==> src/sv/bepa_pkg.sv <==
// bepa_pkg: shared types, constants and helpers for the button event and pot average unit
// no dependencies
`timescale 1ns / 1ps

package bepa_pkg;

   // csr map
   localparam int CSR_INDEX_BITS = 2;
   localparam int CSR_DATA_BITS  = 16;
   localparam logic [CSR_INDEX_BITS-1:0] REG_FILTER_LENGTH = 2'd0;
   localparam logic [CSR_INDEX_BITS-1:0] REG_LONG_PRESS_MS = 2'd1;
   localparam logic [CSR_INDEX_BITS-1:0] REG_MENU_GUARD_MS = 2'd2;

   localparam logic [4:0]  FILTER_LEN_4  = 5'd4;
   localparam logic [4:0]  FILTER_LEN_16 = 5'd16;
   localparam logic [2:0]  SHIFT_LEN_4   = 3'd2;
   localparam logic [2:0]  SHIFT_LEN_8   = 3'd3;
   localparam logic [2:0]  SHIFT_LEN_16  = 3'd4;
   localparam logic [15:0] LONG_PRESS_RESET = 16'd700;
   localparam logic [15:0] MENU_GUARD_RESET = 16'd60;

   // sample ring
   localparam int RING_DEPTH = 16;
   localparam int POS_BITS   = $clog2(RING_DEPTH);
   localparam int AVG_BITS   = 10;

   // auto-repeat schedule
   localparam logic [31:0] HOLD_TIER_1 = 32'd350;
   localparam logic [31:0] HOLD_TIER_2 = 32'd900;
   localparam logic [31:0] HOLD_TIER_3 = 32'd1600;
   localparam logic [31:0] GAP_TIER_0  = 32'd180;
   localparam logic [31:0] GAP_TIER_1  = 32'd120;
   localparam logic [31:0] GAP_TIER_2  = 32'd80;
   localparam logic [31:0] GAP_TIER_3  = 32'd55;

   localparam logic signed [1:0] STEP_NONE = 2'sb00;
   localparam logic signed [1:0] STEP_UP   = 2'sb01;
   localparam logic signed [1:0] STEP_DOWN = 2'sb11;

   typedef struct packed {
      logic [31:0] now_ms;
      logic        up_level;
      logic        down_level;
      logic        ok_level;
      logic        menu_level;
      logic [9:0]  pot_sample;
   } req_type;

   typedef struct packed {
      logic signed [1:0]   step_count;
      logic                menu_click;
      logic                ok_long;
      logic                ok_short;
      logic [AVG_BITS-1:0] pot_average;
   } rsp_type;

   typedef struct packed {
      logic       reprime;
      logic [2:0] shift;
   } pot_ctl_type;

   function automatic logic [2:0] filter_shift(input logic [4:0] len);
      logic [2:0] s;
      if (len == FILTER_LEN_4) begin
         s = SHIFT_LEN_4;
      end else if (len == FILTER_LEN_16) begin
         s = SHIFT_LEN_16;
      end else begin
         s = SHIFT_LEN_8;
      end
      return s;
   endfunction

   function automatic logic repeat_due(input logic [31:0] now, input logic [31:0] press,
                                       input logic [31:0] last);
      logic [31:0] held;
      logic [31:0] since;
      logic        due;
      held  = now - press;
      since = now - last;
      if (held < HOLD_TIER_1) begin
         due = (since >= GAP_TIER_0);
      end else if (held < HOLD_TIER_2) begin
         due = (since >= GAP_TIER_1);
      end else if (held < HOLD_TIER_3) begin
         due = (since >= GAP_TIER_2);
      end else begin
         due = (since >= GAP_TIER_3);
      end
      return due;
   endfunction

endpackage

==> src/sv/bepa_pot_avg.sv <==
// bepa_pot_avg: moving average of pot samples over a ring memory with a running sum
// depends on bepa_pkg
`timescale 1ns / 1ps

module bepa_pot_avg #(
   parameter int SAMPLE_BITS = 10
) (
   input  logic                            clock,
   input  logic                            reset,
   input  logic                            accept,
   input  logic [SAMPLE_BITS-1:0]          sample,
   input  bepa_pkg::pot_ctl_type           ctl,
   output logic [bepa_pkg::AVG_BITS-1:0]   average
);
   import bepa_pkg::*;

   localparam int SUM_W = SAMPLE_BITS + POS_BITS;

   logic [SAMPLE_BITS-1:0] ring_mem [RING_DEPTH];
   logic [SAMPLE_BITS-1:0] rd_data_ff;
   logic [POS_BITS-1:0]    pos_ff, pos_in, pos_next, mask;
   logic                   primed_ff, primed_in;
   logic                   wrapped_ff, wrapped_in;
   logic [SUM_W-1:0]       sum_ff, sum_in, sum_new;
   logic [SAMPLE_BITS-1:0] prime_val_ff, prime_val_in;
   logic [SAMPLE_BITS-1:0] old_val;
   logic                   wr_en;

   always_comb begin
      mask     = POS_BITS'(({{POS_BITS{1'b0}}, 1'b1} << ctl.shift) - 1'b1);
      pos_next = (pos_ff + 1'b1) & mask;
      // entries not yet overwritten since priming still hold the priming sample
      old_val  = wrapped_ff ? rd_data_ff : prime_val_ff;
      if (primed_ff) begin
         sum_new = sum_ff - SUM_W'(old_val) + SUM_W'(sample);
      end else begin
         sum_new = SUM_W'(sample) << ctl.shift;
      end
      average = AVG_BITS'(sum_new >> ctl.shift);
   end

   always_comb begin
      pos_in       = pos_ff;
      primed_in    = primed_ff;
      wrapped_in   = wrapped_ff;
      sum_in       = sum_ff;
      prime_val_in = prime_val_ff;
      wr_en        = 1'b0;
      if (ctl.reprime) begin
         pos_in     = '0;
         primed_in  = 1'b0;
         wrapped_in = 1'b0;
      end else if (accept) begin
         sum_in = sum_new;
         if (!primed_ff) begin
            primed_in    = 1'b1;
            pos_in       = '0;
            prime_val_in = sample;
         end else begin
            wr_en      = 1'b1;
            pos_in     = pos_next;
            wrapped_in = wrapped_ff | (pos_next == '0);
         end
      end
   end

   always_ff @(posedge clock) begin
      if (reset) begin
         pos_ff     <= '0;
         primed_ff  <= 1'b0;
         wrapped_ff <= 1'b0;
      end else begin
         pos_ff     <= pos_in;
         primed_ff  <= primed_in;
         wrapped_ff <= wrapped_in;
      end
   end

   always_ff @(posedge clock) begin
      sum_ff       <= sum_in;
      prime_val_ff <= prime_val_in;
   end

   // prefetch the entry the next item will replace
   always_ff @(posedge clock) begin
      if (wr_en) begin
         ring_mem[pos_ff] <= sample;
      end
      rd_data_ff <= ring_mem[pos_in];
   end

`ifndef SYNTHESIS
   a_rw_apart: assert property (@(posedge clock) disable iff (reset)
      wr_en |-> (pos_in != pos_ff))
      else $error("ring read and write hit the same entry");
   a_wrap_needs_prime: assert property (@(posedge clock) disable iff (reset)
      wrapped_ff |-> primed_ff)
      else $error("ring wrapped without priming");
   a_pos_in_window: assert property (@(posedge clock) disable iff (reset)
      primed_ff && !ctl.reprime |-> ((pos_ff & ~mask) == '0))
      else $error("ring position outside window");
`endif

endmodule

==> src/sv/button_events_with_pot_average_unit.sv <==
// button_events_with_pot_average_unit: top level, button event logic, csr block, output skid
// depends on bepa_pkg and bepa_pot_avg
`timescale 1ns / 1ps

// One poll item is taken per clock cycle while req_stall is low; its result item goes to the
// output register, or to the skid entry while that register is full and stalled. Button
// state sits in flops; the pot window sits in a 16-entry ring memory whose entry to be
// replaced is read ahead, so back-to-back items never wait on the memory. The result side
// has an output register plus one skid entry: req_stall rises only when both are full. No
// clearing pass follows reset or a filter length write; the first sample after either
// primes the window. Configuration writes are always ready and belong in idle periods.
module button_events_with_pot_average_unit #(
   parameter int SAMPLE_BITS = 10
) (
   input  logic                                    clock,
   input  logic                                    reset,
   input  logic                                    req_valid,
   output logic                                    req_stall,
   input  bepa_pkg::req_type                       req_data,
   output logic                                    rsp_valid,
   input  logic                                    rsp_stall,
   output bepa_pkg::rsp_type                       rsp_data,
   input  logic                                    csr_valid,
   output logic                                    csr_ready,
   input  logic [bepa_pkg::CSR_INDEX_BITS-1:0]     csr_index,
   input  logic [bepa_pkg::CSR_DATA_BITS-1:0]      csr_wdata
);
   import bepa_pkg::*;

   logic        accept, take, csr_we;
   logic [2:0]  shift_ff, shift_in;
   logic [15:0] long_press_ff, long_press_in;
   logic [15:0] menu_guard_ff, menu_guard_in;
   pot_ctl_type pot_ctl;

   logic        up_prev_ff, down_prev_ff, ok_prev_ff, menu_prev_ff;
   logic        long_fired_ff, long_fired_in;
   logic [15:0] ok_press_ff, ok_press_in;
   logic [15:0] menu_last_ff, menu_last_in;
   logic [31:0] up_press_ff, up_press_in, down_press_ff, down_press_in;
   logic [31:0] up_rep_ff, up_rep_in, down_rep_ff, down_rep_in;

   logic        up_edge, down_edge, ok_edge, menu_edge;
   logic        up_step, down_step, click, lng, shrt, lf_eff;
   logic [15:0] ok_press_eff, ok_held;
   logic [AVG_BITS-1:0]    avg;
   logic [SAMPLE_BITS-1:0] sample;
   rsp_type     rsp_new;

   rsp_type     out_data_ff, out_data_in, skid_data_ff, skid_data_in;
   logic        out_valid_ff, out_valid_in, skid_valid_ff, skid_valid_in;

   assign accept    = req_valid && !req_stall;
   assign take      = out_valid_ff && !rsp_stall;
   assign req_stall = skid_valid_ff;
   assign rsp_valid = out_valid_ff;
   assign rsp_data  = out_data_ff;
   assign csr_ready = 1'b1;
   assign csr_we    = csr_valid && csr_ready;
   assign sample    = SAMPLE_BITS'(req_data.pot_sample);

   // csr block
   always_comb begin
      shift_in       = shift_ff;
      long_press_in  = long_press_ff;
      menu_guard_in  = menu_guard_ff;
      pot_ctl.reprime = 1'b0;
      if (csr_we) begin
         case (csr_index)
            REG_FILTER_LENGTH: begin
               shift_in        = filter_shift(csr_wdata[4:0]);
               pot_ctl.reprime = 1'b1;
            end
            REG_LONG_PRESS_MS: begin
               long_press_in = csr_wdata;
            end
            REG_MENU_GUARD_MS: begin
               menu_guard_in = csr_wdata;
            end
            default: begin
            end
         endcase
      end
      pot_ctl.shift = shift_ff;
   end

   // button events
   always_comb begin
      up_edge   = req_data.up_level && !up_prev_ff;
      down_edge = req_data.down_level && !down_prev_ff;
      ok_edge   = req_data.ok_level && !ok_prev_ff;
      menu_edge = req_data.menu_level && !menu_prev_ff;

      up_step   = up_edge || (req_data.up_level &&
                  repeat_due(req_data.now_ms, up_press_ff, up_rep_ff));
      down_step = down_edge || (req_data.down_level &&
                  repeat_due(req_data.now_ms, down_press_ff, down_rep_ff));

      click = menu_edge && ((req_data.now_ms[15:0] - menu_last_ff) >= menu_guard_ff);

      ok_press_eff = ok_edge ? req_data.now_ms[15:0] : ok_press_ff;
      lf_eff       = ok_edge ? 1'b0 : long_fired_ff;
      ok_held      = req_data.now_ms[15:0] - ok_press_eff;
      lng  = req_data.ok_level && !lf_eff && (ok_held >= long_press_ff);
      shrt = !req_data.ok_level && ok_prev_ff && !long_fired_ff;

      up_press_in   = up_edge ? req_data.now_ms : up_press_ff;
      down_press_in = down_edge ? req_data.now_ms : down_press_ff;
      up_rep_in     = up_step ? req_data.now_ms : up_rep_ff;
      down_rep_in   = down_step ? req_data.now_ms : down_rep_ff;
      menu_last_in  = click ? req_data.now_ms[15:0] : menu_last_ff;
      ok_press_in   = ok_press_eff;
      long_fired_in = lf_eff | lng;

      case ({up_step, down_step})
         2'b10:   rsp_new.step_count = STEP_UP;
         2'b01:   rsp_new.step_count = STEP_DOWN;
         default: rsp_new.step_count = STEP_NONE;
      endcase
      rsp_new.menu_click  = click;
      rsp_new.ok_long     = lng;
      rsp_new.ok_short    = shrt;
      rsp_new.pot_average = avg;
   end

   bepa_pot_avg #(
      .SAMPLE_BITS(SAMPLE_BITS)
   ) u_pot_avg (
      .clock   (clock),
      .reset   (reset),
      .accept  (accept),
      .sample  (sample),
      .ctl     (pot_ctl),
      .average (avg)
   );

   // output register with one skid entry
   always_comb begin
      out_valid_in  = out_valid_ff;
      out_data_in   = out_data_ff;
      skid_valid_in = skid_valid_ff;
      skid_data_in  = skid_data_ff;
      if (take || !out_valid_ff) begin
         out_valid_in  = skid_valid_ff || accept;
         out_data_in   = skid_valid_ff ? skid_data_ff : rsp_new;
         skid_valid_in = 1'b0;
      end else if (accept) begin
         skid_valid_in = 1'b1;
         skid_data_in  = rsp_new;
      end
   end

   always_ff @(posedge clock) begin
      if (reset) begin
         shift_ff      <= SHIFT_LEN_8;
         long_press_ff <= LONG_PRESS_RESET;
         menu_guard_ff <= MENU_GUARD_RESET;
         up_prev_ff    <= 1'b0;
         down_prev_ff  <= 1'b0;
         ok_prev_ff    <= 1'b0;
         menu_prev_ff  <= 1'b0;
         long_fired_ff <= 1'b0;
         ok_press_ff   <= '0;
         menu_last_ff  <= '0;
         up_press_ff   <= '0;
         down_press_ff <= '0;
         up_rep_ff     <= '0;
         down_rep_ff   <= '0;
         out_valid_ff  <= 1'b0;
         skid_valid_ff <= 1'b0;
      end else begin
         shift_ff      <= shift_in;
         long_press_ff <= long_press_in;
         menu_guard_ff <= menu_guard_in;
         out_valid_ff  <= out_valid_in;
         skid_valid_ff <= skid_valid_in;
         if (accept) begin
            up_prev_ff    <= req_data.up_level;
            down_prev_ff  <= req_data.down_level;
            ok_prev_ff    <= req_data.ok_level;
            menu_prev_ff  <= req_data.menu_level;
            long_fired_ff <= long_fired_in;
            ok_press_ff   <= ok_press_in;
            menu_last_ff  <= menu_last_in;
            up_press_ff   <= up_press_in;
            down_press_ff <= down_press_in;
            up_rep_ff     <= up_rep_in;
            down_rep_ff   <= down_rep_in;
         end
      end
   end

   always_ff @(posedge clock) begin
      out_data_ff  <= out_data_in;
      skid_data_ff <= skid_data_in;
   end

`ifndef SYNTHESIS
   a_skid_behind_out: assert property (@(posedge clock) disable iff (reset)
      skid_valid_ff |-> out_valid_ff)
      else $error("skid entry full while output register empty");
   a_skid_fills: assert property (@(posedge clock) disable iff (reset)
      accept && out_valid_ff && rsp_stall |=> skid_valid_ff)
      else $error("item accepted behind a stalled result was lost");
   a_ok_exclusive: assert property (@(posedge clock) disable iff (reset)
      rsp_valid |-> !(rsp_data.ok_long && rsp_data.ok_short))
      else $error("ok long and ok short in one item");
   a_long_once: assert property (@(posedge clock) disable iff (reset)
      accept && long_fired_ff && !ok_edge |-> !lng)
      else $error("ok long event fired twice in one press");
`endif

endmodule

==> config.mk <==
export PLATFORM = sky130hd
export DESIGN_NAME = button_events_with_pot_average_unit
export DESIGN_NICKNAME = d
export VERILOG_FILES = /design/src/sv/bepa_pkg.sv /design/src/sv/bepa_pot_avg.sv /design/src/sv/button_events_with_pot_average_unit.sv
export SDC_FILE = /design/constraint.sdc
export NUM_CORES = 1
export LEC_CHECK = 0
export BUFFER_PORTS_ARGS = -buffer_cell sky130_fd_sc_hd__buf_2
export CORE_UTILIZATION = 55
export CTS_CLUSTER_SIZE = 24
export DETAILED_ROUTE_END_ITERATION = 12
export PLACE_DENSITY = 0.69
export SYNTH_ARGS = -nofsm -noshare
export SYNTH_HDL_FRONTEND = slang
export SYNTH_SLANG_ARGS = --single-unit
==> constraint.sdc <==
create_clock -name clock -period 6.75 [get_ports clock]
set_input_delay 0.3375 -clock clock [delete_from_list [all_inputs] [get_ports clock]]
set_output_delay 0.3375 -clock clock [all_outputs]
set_load 0.01 [all_outputs]
==> results of run 1 <==
cell type report:
cell class,count,area [µm²],share of cell area (%)
repair buffers,135,849.6,2.663
diodes,1,2.502,0.007845
multi-input cells,2502,16580,51.98
clock buffers,64,1333,4.177
flip-flops and latches,432,10790,33.83
inverters,287,1077,3.377
clock inverters,27,414.1,1.298
well taps,680,850.8,2.667
layer usage:
| metal | share of wire, % | vias up | routed length, µm | track usage (%) |
|---|---|---|---|---|
| li1 | - | 12179 | - | - |
| met1 | 46 | 12204 | 38470 | 44.02 |
| met2 | 45 | 915 | 37580 | 49.04 |
| met3 | 6.0 | 158 | 5039 | 3.684 |
| met4 | 2.9 | 4 | 2424 | 9.725 |
| met5 | 0.030 | - | 25 | 0 |
sequential cells by signal (all words and copies together), names as in the netlist, 3 cells and up:
name                    cells
shift_ff                    3
u_pot_avg.sum_ff           14
ok_press_ff                16
down_press_ff              32
down_rep_ff                32
u_pot_avg.prime_val_ff     10
long_press_ff              16
menu_guard_ff              16
skid_data_ff               15
rsp_data                   15
up_press_ff                32
u_pot_avg.rd_data_ff       10
menu_last_ff               16
up_rep_ff                  32
u_pot_avg.pos_ff            4
u_pot_avg.ring_mem        160
critical path: stages (launching register included):
cell      delay (ns)
dfxtp_1         0.34
inv_1           0.08
nand2_1         0.06
buf_4           0.29
nand2_1         0.09
o21ai_0         0.09
ha_1            0.17
inv_1           0.06
fa_1            0.40
a21o_1          0.17
a21oi_1         0.23
o21ai_0         0.11
a21oi_1         0.24
o21bai_1        0.09
a21oi_1         0.26
o21bai_1        0.10
a21oi_1         0.21
o21ai_0         0.19
or4b_2          0.66
nand3_1         0.11
ha_1            0.22
inv_1           0.07
o22ai_1         0.07
o41ai_1         0.39
o21ai_0         0.23
o211a_1         0.27
mux2_2          0.27
Yosys cell counts, types with 11 or more instances:
cell type,n
nand2_1,456
a21oi_1,414
inv_1,285
dfxtp_1,218
edfxtp_1,214
ha_1,204
nor2_1,155
clkbuf_1,143
o21ai_0,139
mux2i_1,126
nand2b_1,124
a21o_1,75
nand3_1,63
xnor2_1,60
nor3_1,57
a211oi_1,52
xor2_1,46
nand4_1,42
o21a_1,32
a31oi_1,28
mux2_2,27
a221oi_1,25
nor2b_1,20
o211ai_1,19
o21bai_1,19
and2_1,18
a211o_1,17
fa_1,16
or3_1,16
a221o_1,14
and3_1,13
nor3b_1,13
nor4_1,13
o31ai_1,12
a2111oi_0,11
o2111ai_1,11
cells in the final DEF (no fill, tap or decap), types with 11 or more instances in the layout:
| cell type | instances |
|---|---|
| nand2_1 | 456 |
| a21oi_1 | 414 |
| inv_1 | 285 |
| dfxtp_1 | 217 |
| edfxtp_1 | 214 |
| ha_1 | 204 |
| nor2_1 | 153 |
| o21ai_0 | 138 |
| mux2i_1 | 126 |
| nand2b_1 | 124 |
| buf_2 | 84 |
| a21o_1 | 75 |
| nand3_1 | 62 |
| xnor2_1 | 60 |
| nor3_1 | 56 |
| a211oi_1 | 52 |
| clkbuf_16 | 49 |
| xor2_1 | 46 |
| nand4_1 | 42 |
| buf_4 | 33 |
| o21a_1 | 32 |
| a31oi_1 | 28 |
| mux2_2 | 27 |
| a221oi_1 | 25 |
| nor2b_1 | 19 |
| o21bai_1 | 19 |
| o211ai_1 | 19 |
| and2_1 | 18 |
| a211o_1 | 17 |
| dlygate4sd3_1 | 17 |
| or3_1 | 16 |
| fa_1 | 16 |
| a221o_1 | 14 |
| and3_1 | 13 |
| nor4_1 | 13 |
| nor3b_1 | 12 |
| o31ai_1 | 12 |
| a2111oi_0 | 11 |
| o2111ai_1 | 11 |
where the power goes:
part | leakage [nW] | switching (W) | internal [W]
sequential | 3.75 | 0.0000482 | 0.00288
combinational | 7.78 | 0.00125 | 0.000767
clock | 0.840 | 0.00117 | 0.00172
worst max path at each step:
stage | slack [ns] | end | startpoint
after floorplan | 1.26 | rsp_data[11] | req_data[11]
after global placement | 1.14 | menu_last_ff[0] | req_data[14]
after detailed placement | 0.88 | menu_last_ff[14] | req_data[14]
after CTS | 1.06 | rsp_data[11] | ok_prev_ff
after global routing | 0.62 | rsp_data[11] | ok_prev_ff
final | 1.01 | rsp_data[11] | ok_prev_ff
timing repair:
item / CTS / global route
setup buffers: 0 / 0
endpoints found under the hold margin: 30 / 0
hold buffers: 17 / 0
per-stage QoR:
| stage | setup slack, ns | instances | power [W] | hold WS (ns) | cell area [µm²] |
|---|---|---|---|---|---|
| 2_1_floorplan | 1.259 | 3382 | 0.004399 | 0.4318 | 29080 |
| 3_3_place_gp | 1.137 | 4019 | 0.004902 | 0.4406 | 29980 |
| 3_5_place_dp | 0.8805 | 4019 | 0.004947 | 0.4468 | 29980 |
| 4_1_cts | 1.057 | 4127 | 0.007841 | 0.02111 | 31900 |
| 5_1_grt | 0.6246 | 4127 | 0.008187 | 0.04907 | 31900 |
| 6_report | 1.013 | 4128 | 0.007826 | 0.04673 | 31900 |
kinds of logic (layout without fill, tap and decap cells):
kind of cell	after synthesis	count (layout)	share of synthesized area, %
compound gates	974	974	21.11
xor+xnor	106	106	3.192
fa+ha+maj	220	220	9.877
buf+inv	448	513	6.040
flops	432	432	37.10
mux	154	154	5.459
other cells	1	2	0.01289
simple gates	1047	1047	17.21
==> out/summary.txt, run 1 <==
Largest net degree at the start of global routing: 136
Cell Pwr Density: 245.3 mW/mm²
Starting DRT DRC Count: 2,243
Hold Path Sink: up_press_ff[0]
Syn Area/Cell: 8.600 µm²
Required @ worst endpoint: 7.12 ns
Net count, final: 3,696
Crit path capture type: flop
Clk_skew: 0.03341 ns
Root Driver: clkbuf_16
Final hold vios: 0
Maximum fanout along the worst path: 18
Static leakage: 12.37 nW
Initial Utilization: 56.12%
Unrepaired setup endpoints after global routing: no
Synth unique cells: 89
Area of the mapped netlist: 0.02908 mm²
Max-cap violations: 0
Post_cts resized: 0
Skew-Pair Late Insertion Delay: 0.62 ns
Die ar.: 0.05380 mm²
H-tree depth: 2
TritonCTS clock tree: built
CP Launch Type: flop
Vias: 25,460
Avg WL per Cell: 20.24 µm
R2R Path Start: ok_prev_ff
Area delta synth->final: 9.679%
Biggest area consumer among synthesized cells: edfxtp_1
Core ar.: 0.05182 mm²
Total CTS buffers: 49
Syn_nets: 3,671
Reg2reg end: rsp_data[11]
Finish-stage setup viols: 0
Peak supply drop: 0.2636 mV
Run status: completed
Fraction of layout cells with a size suffix above 1: 7.804%
DR pass1 iterations: 5
Hold Startpoint: req_data[14]
Row count: 83
Die Y: 232.0 µm
Antenna violations before repair: 2
Gr ovfl total: 0
DPL Wire Length: 59.95 mm
Num ports: 87
First-pass GRT wire length: 132.1 mm
Crit path arrival time: 6.10 ns
Die Width: 232.0 µm
Final Util: 61.56%
IO buf count: 85
Max Clk Rate: 174.3 MHz
Final ANT Viol Nets: 0
Pins over their slew limit: 0
FF+latch count, synth: 432
Vias in the first global route: 24,053
Gate Count Post-Synth: 3,382
Clock-pin slew on the worst setup and hold paths: 0.07 ns
Slew HR: 24.93%
Post-detailed-route via-to-cell ratio: 6.168
Seq/Total Area, Yosys: 37.10%
Kind of critical path: flop to flop
Period minus WS final: 5.737 ns
Post-route DRC: 0
Synth top area cells: edfxtp_1, dfxtp_1, ha_1
Final WL: 83.54 mm
Hold Crit Depth: 3
Clk sinks: 432
R2r setup slk: 1.01 ns
Layout fillers: 4,468
Setup tns final: 0 ns
Yosys top cell area share: 22.10%
Worst min path class: input port to flop
GRT Overall Usage: 30.99%
FFs w/ async S/R, synth: 0%
Tcrit/Tclk final: 85.00%
Post-synth EDFFs: 214
R2r worst-path depth: 26
Max Buffers Root-to-Sink: 3
Syn. warnings: 0
Final Wtd Congestion: 0.9459
Synth Flop Type: dfxtp_1
Worst-margin pin slew: 1.122 ns
Power figures use the tool's default switching activity.
==> run 2: changes to the inputs <==
- clock period: 6.75 -> 5.95 ns (I/O delays scaled with it)
==> out/summary.txt, run 2 (synthesis gave the netlist of run 1 again) <==
Peak supply drop: 0.3485 mV (+32%)
Max-cap violations: 0 (unchanged)
Vias: 25,216 (-0.96%)
Power share of the sequential group: 38.9% (+1.5 points)
Root Driver: clkbuf_16
Row count: 83 (unchanged)
TritonCTS clock tree: built
Critical path, cell by cell: inv_1, nand2_1, buf_4, mux2i_1, fa_1, a21o_1, a21oi_1, o21ai_0, a21oi_1, o21bai_1, a21oi_1, o21bai_1, a21oi_1, o21ai_0, or4b_2, nand3_1, ha_1, inv_1, o22ai_1, o41ai_1, o21ai_0, o211a_1, mux2_2
CP peak stage delay: 0.68 ns (+0.02 ns)
Static leakage: 12.31 nW (-0.51%)
Gr ovfl total: 0 (unchanged)
Clock power frac: 34.3% (-2.5 points)
Net Sw Frac: 32.20% (+0.72 points)
Final Wtd Congestion: 0.9734 (+2.9%)
Family with the most delay on the worst path: compound AO/OA/AOI/OAI gates
Total CTS buffers: 48 (-2.0%)
Skew-Pair Late Insertion Delay: 0.61 ns (about the same)
Final hold vios: 0 (unchanged)
# diodes: 0 (-1)
Placed insts: 4,022 (+0.075%)
Post_cts resized: 0 (unchanged)
Largest Register: u_pot_avg.ring_mem
Avg WL per Cell: 20.33 µm (+0.47%)
Most frequent cells in the layout: nand2_1, a21oi_1, inv_1
Antenna violations before repair: 1 (-1)
Setup tns final: 0 ns (unchanged)
Crit path capture type: flop
Hold Slack: 0.05519 ns (+0.008456 ns)
Worst min path class: input port to flop
Clk_skew: 0.03083 ns (-0.002583 ns)
H-tree depth: 2 (unchanged)
Starting DRT DRC Count: 2,125 (-5.3%)
Net count, final: 3,699 (+0.081%)
First-pass GRT wire length: 131.5 mm (-0.51%)
Die Y: 232.0 µm (unchanged)
Finish-stage setup viols: 0 (unchanged)
IO buf count: 85 (unchanged)
Post-detailed-route via-to-cell ratio: 6.111 (-0.91%)
Max Clk Rate: 181.8 MHz (+4.3%)
Buf/Inv on CP: 3 (-1)
Die Width: 232.0 µm (unchanged)
Required @ worst endpoint: 6.31 ns (-0.81 ns)
Maximum fanout along the worst path: 16 (-2)
Worst-margin pin slew: 1.134 ns (+0.01222 ns)
Period minus WS final: 5.500 ns (-0.2379 ns)
Combinational group share of total power: 26.8% (+1.0 points)
Die ar.: 0.05380 mm² (unchanged)
Tcrit/Tclk final: 92.43% (+7.4 points)
Final WL: 83.90 mm (+0.42%)
Slew HR: 24.11% (-0.82 points)
Run status: completed
Pins over their slew limit: 0 (unchanged)
Area delta synth->final: 9.112%
GRT Overall Usage: 30.98% (about the same)
Post-route DRC: 0 (unchanged)
Clk sinks: 432 (unchanged)
CP Launch Type: flop
Final ANT Viol Nets: 0 (unchanged)
Fraction of layout cells with a size suffix above 1: 7.748% (-0.056 points)
Largest register FFs: 160 (unchanged)
Max Buffers Root-to-Sink: 3 (unchanged)
Initial Utilization: 56.12% (unchanged)
Psw: 0.002749 W (+12%)
Kind of critical path: flop to flop
Commonest non-fill, non-tap cell in the layout: nand2_1
Core ar.: 0.05182 mm² (unchanged)
Num ports: 87 (unchanged)
Most Frequent Cell on Critical Path: a21oi_1
DPL Wire Length: 60.44 mm (+0.81%)
Cell Int Power: 0.005788 W (+7.9%)
Layout Cells excl Fill: 4,126 (-0.048%)
Largest net degree at the start of global routing: 91 (-33%)
Cell Pwr Density: 269.0 mW/mm² (+9.6%)
CTS Hold Bufs: 18 (+1)
DR pass1 iterations: 5 (unchanged)
Worst path slowest cell: or4b_2
Post-CTS Setup Inserts: 0 (unchanged)
Vias in the first global route: 24,195 (+0.59%)
Crit path arrival time: 5.86 ns (-0.24 ns)
Unrepaired setup endpoints after global routing: no
Clock-pin slew on the worst setup and hold paths: 0.06 ns (about the same)
-- run 2: per-stage QoR --
| step | total power, W | util (%) | worst slack [ns] | cell area (µm²) |
|---|---|---|---|---|
| global placement | 0.005571 | 57.91 | 0.5962 | 30010 |
| floorplan | 0.004991 | - | 0.4987 | 29080 |
| finish | 0.008536 | 61.24 | 0.4504 | 31730 |
| global route | 0.008948 | 61.24 | 0.1207 | 31730 |
| detailed placement | 0.005615 | 57.91 | 0.3639 | 30010 |
| CTS | 0.008567 | 61.24 | 0.4487 | 31730 |
-- run 2: worst paths after layout --
kind	to	from	cells after the start	slack, ns
min	menu_guard_ff[4]	csr_wdata[4]	2	0.06
max reg2reg	rsp_data[11]	ok_prev_ff	23	0.45
max	rsp_data[11]	ok_prev_ff	23	0.45
min reg2reg	up_press_ff[2]	up_press_ff[2]	2	0.45
-- run 2: final cells by class --
cell class,instances,area [µm²]
fill,4576,20090
multi-input combinational,2502,16590
sequential,432,10790
clock buffer,61,1300
inverter,287,1077
timing repair buffer,139,882.1
tap,680,850.8
clock inverter,25,246.5
-- run 2: metal layers --
layer | routed length, µm | vias to the layer above | GRT usage, %
met5 | 0 | - | 0
met4 | 2418 | 0 | 9.766
met3 | 5576 | 137 | 4.101
met2 | 37680 | 851 | 49.18
met1 | 38230 | 12051 | 43.61
li1 | - | 12177 | -
-- run 2: power groups by stage --
| stage | clock (W) | sequential [W] | combinational, W |
|---|---|---|---|
| after global placement | 0 | 0.00338 | 0.00219 |
| after detailed placement | 0 | 0.00338 | 0.00223 |
| after global routing | 0.00309 | 0.00333 | 0.00253 |
| after CTS | 0.00299 | 0.00332 | 0.00226 |
| after floorplan | 0 | 0.00338 | 0.00161 |
| final | 0.00293 | 0.00332 | 0.00229 |
==> run 3: changes to the inputs <==
- PLACE_DENSITY: 0.69 -> 0.72
- SLEW_MARGIN: unset -> 20
- SYNTH_HIERARCHICAL: unset -> 1
- clock period: 5.95 -> 4.48 ns (I/O delays scaled with it)
==> out/summary.txt, run 3 <==
Largest Register: u_pot_avg/ring_mem
Clock-pin slew on the worst setup and hold paths: 0.06 ns (about the same)
Largest register FFs: 160 (unchanged)
Row count: 83 (unchanged)
TritonCTS clock tree: built
Kind of critical path: flop to flop
Initial Utilization: 55.90% (-0.22 points)
Syn_nets: 3,475 (-5.3%)
Avg WL per Cell: 21.08 µm (+3.7%)
Die Width: 231.0 µm (-0.39%)
Required @ worst endpoint: 4.83 ns (-1.48 ns)
Crit path arrival time: 4.93 ns (-0.93 ns)
Final Wtd Congestion: 0.9736 (about the same)
Skew-Pair Late Insertion Delay: 0.61 ns (about the same)
Synth unique cells: 100 (+12%)
Die ar.: 0.05338 mm² (-0.79%)
Slew HR: 24.03% (-0.077 points)
Biggest area consumer among synthesized cells: edfxtp_1
FF+latch count, synth: 432 (unchanged)
Synth Flop Type: dfxtp_1
FFs w/ async S/R, synth: 0% (unchanged)
Seq/Total Area, Yosys: 37.40% (+0.30 points)
Final WL: 88.08 mm (+5.0%)
Cell Pwr Density: 360.5 mW/mm² (+34%)
Maximum fanout along the worst path: 5 (-11)
Core ar.: 0.05161 mm² (-0.40%)
Starting DRT DRC Count: 2,408 (+13%)
Total CTS buffers: 47 (-2.1%)
Most common cell in the netlist: nand2_1
GRT Overall Usage: 32.22% (+1.2 points)
Post-synth EDFFs: 214 (unchanged)
Final hold vios: 0 (unchanged)
Static leakage: 13.36 nW (+8.5%)
Post-route DRC: 0 (unchanged)
Syn Area/Cell: 9.056 µm² (+5.3%)
CP Launch Type: flop
Fraction of layout cells with a size suffix above 1: 18.95% (+11 points)
Dpl ws: -0.5200 ns (-0.8839 ns)
Synth top area cells: edfxtp_1, dfxtp_1, ha_1
Largest net degree at the start of global routing: 111 (+22%)
Unrepaired setup endpoints after global routing: yes
Period minus WS final: 4.576 ns (-0.9240 ns)
Final Util: 66.43% (+5.2 points)
Tcrit/Tclk final: 102.1% (+9.7 points)
Clk_skew: 0.01671 ns (-0.01411 ns)
Max Buffers Root-to-Sink: 3 (unchanged)
Final ANT Viol Nets: 0 (unchanged)
First-pass GRT wire length: 135.2 mm (+2.8%)
Gate Count Post-Synth: 3,186 (-5.8%)
Commonest non-fill, non-tap cell in the layout: nand2_1
Pins over their slew limit: 0 (unchanged)
Syn. warnings: 6 (+6)
Vias in the first global route: 24,816 (+2.6%)
Die Y: 231.0 µm (-0.39%)
Max Clk Rate: 218.6 MHz (+20%)
Net count, final: 3,749 (+1.4%)
Max-cap violations: 0 (unchanged)
Num ports: 87 (unchanged)
H-tree depth: 2 (unchanged)
DPL Wire Length: 64.44 mm (+6.6%)
Hold Slack: 0.04040 ns (-0.01479 ns)
Run status: complete, but fails checks
Root Driver: clkbuf_16
DR pass1 iterations: 6 (+1)
Setup tns final: -0.09555 ns (-0.09555 ns)
Final Power: 0.01236 W (+45%)
Failing checks: setup timing
Finish-stage setup viols: 1 (+1)
Vias: 25,649 (+1.7%)
Clk sinks: 432 (unchanged)
Worst-margin pin slew: 1.135 ns (+0.001148 ns)
Area of the mapped netlist: 0.02885 mm² (-0.80%)
Gr ovfl total: 0 (unchanged)
Peak supply drop: 0.3266 mV (-6.3%)
Yosys top cell area share: 22.27% (+0.18 points)
# diodes: 0 (unchanged)
Post-synth top cells: nand2_1, a21oi_1, inv_1
Most frequent cells in the layout: nand2_1, buf_4, a21oi_1
Final WS setup: -0.09555 ns (-0.5460 ns)
Worst min path class: input port to flop
Antenna violations before repair: 1 (unchanged)
Crit path capture type: flop
Post-detailed-route via-to-cell ratio: 6.138 (+0.43%)
Area delta synth->final: 18.84%
IO buf count: 85 (unchanged)
[run 3: logic make-up (layout without fill, tap and decap cells)]
group                    count (synthesis)  in the layout  share of synthesized area [%]
flip-flops                             432            432                          37.40
other                                    1              1                        0.01300
AO/OA/AOI/OAI                          872            872                          20.04
XOR/XNOR                               128            128                          3.885
adder cells (fa/ha/maj)                220            220                          9.957
AND/OR/NAND/NOR                        946            947                          15.78
buffers and inverters                  424            736                          5.815
multiplexers                           163            163                          7.108
[run 3: path summary, 6_finish.rpt]
kind	startpoint	endpoint	slack, ns	depth (start not counted)
setup / recovery	ok_prev_ff	rsp_data[11]	-0.1	23
hold / removal	req_data[15]	ok_press_ff[1]	0.04	3
setup reg to reg	ok_prev_ff	rsp_data[11]	-0.1	23
hold reg to reg	up_press_ff[13]	up_press_ff[13]	0.45	2
[run 3: power breakdown]
part	switching, W	internal (W)
combinational	0.00201	0.00152
clock	0.00172	0.00269
sequential	0.0000802	0.00434
[run 3: metrics by stage]
| stage | area [µm²] | instances |
|---|---|---|
| floorplan | 28940 | 3186 |
| detailed placement | 31340 | 4024 |
| CTS | 33610 | 4154 |
| global route | 34290 | 4179 |
| global placement | 31340 | 4024 |
| finish | 34290 | 4179 |
[run 3: worst max-delay path, stage by stage (launching register included)]
cell	delay [ns]
dfxtp_2	0.33
inv_2	0.05
nand2_4	0.09
mux2i_2	0.24
ha_1	0.26
nor2b_1	0.14
o21ai_1	0.15
a21boi_0	0.14
o21ai_1	0.22
a21boi_0	0.19
o21a_1	0.23
nor2_2	0.13
a2bb2oi_2	0.19
a21oi_2	0.10
a211o_1	0.29
a21oi_2	0.18
xnor2_1	0.11
ha_1	0.20
a2111o_1	0.42
nor2_2	0.09
o211ai_1	0.10
o2111ai_2	0.13
a21oi_2	0.06
mux2_2	0.27
[run 3: metal layers]
layer  share of wire, %  vias to the layer above  global-route usage, %  wire [µm]
met5               0.16                        -                  1.746        140
met4                2.9                        4                  9.665       2555
met3                8.7                      167                  8.083       7649
met2                 45                      976                  51.02      39950
met1                 43                    12392                  43.18      37780
li1                   -                    12110                      -          -
[run 3: final cells by class]
class | count | area, µm²
flip-flops and latches | 432 | 10790
clock buffers | 59 | 1324
well taps | 680 | 850.8
clock inverters | 29 | 450.4
inverters | 264 | 991.0
repair buffers | 384 | 2870
fillers | 4088 | 17330
multi-input cells | 2331 | 17010
[run 3: what timing repair did]
item / in CTS / in global routing
buffers inserted: 22 / 25
endpoints found under the setup margin: 81 / 92
hold endpoints to repair: 35 / 0
cloned: 2 / 1
resized for setup: 27 / 100
hold buffers: 18 / 0
pin swaps: 18 / 44
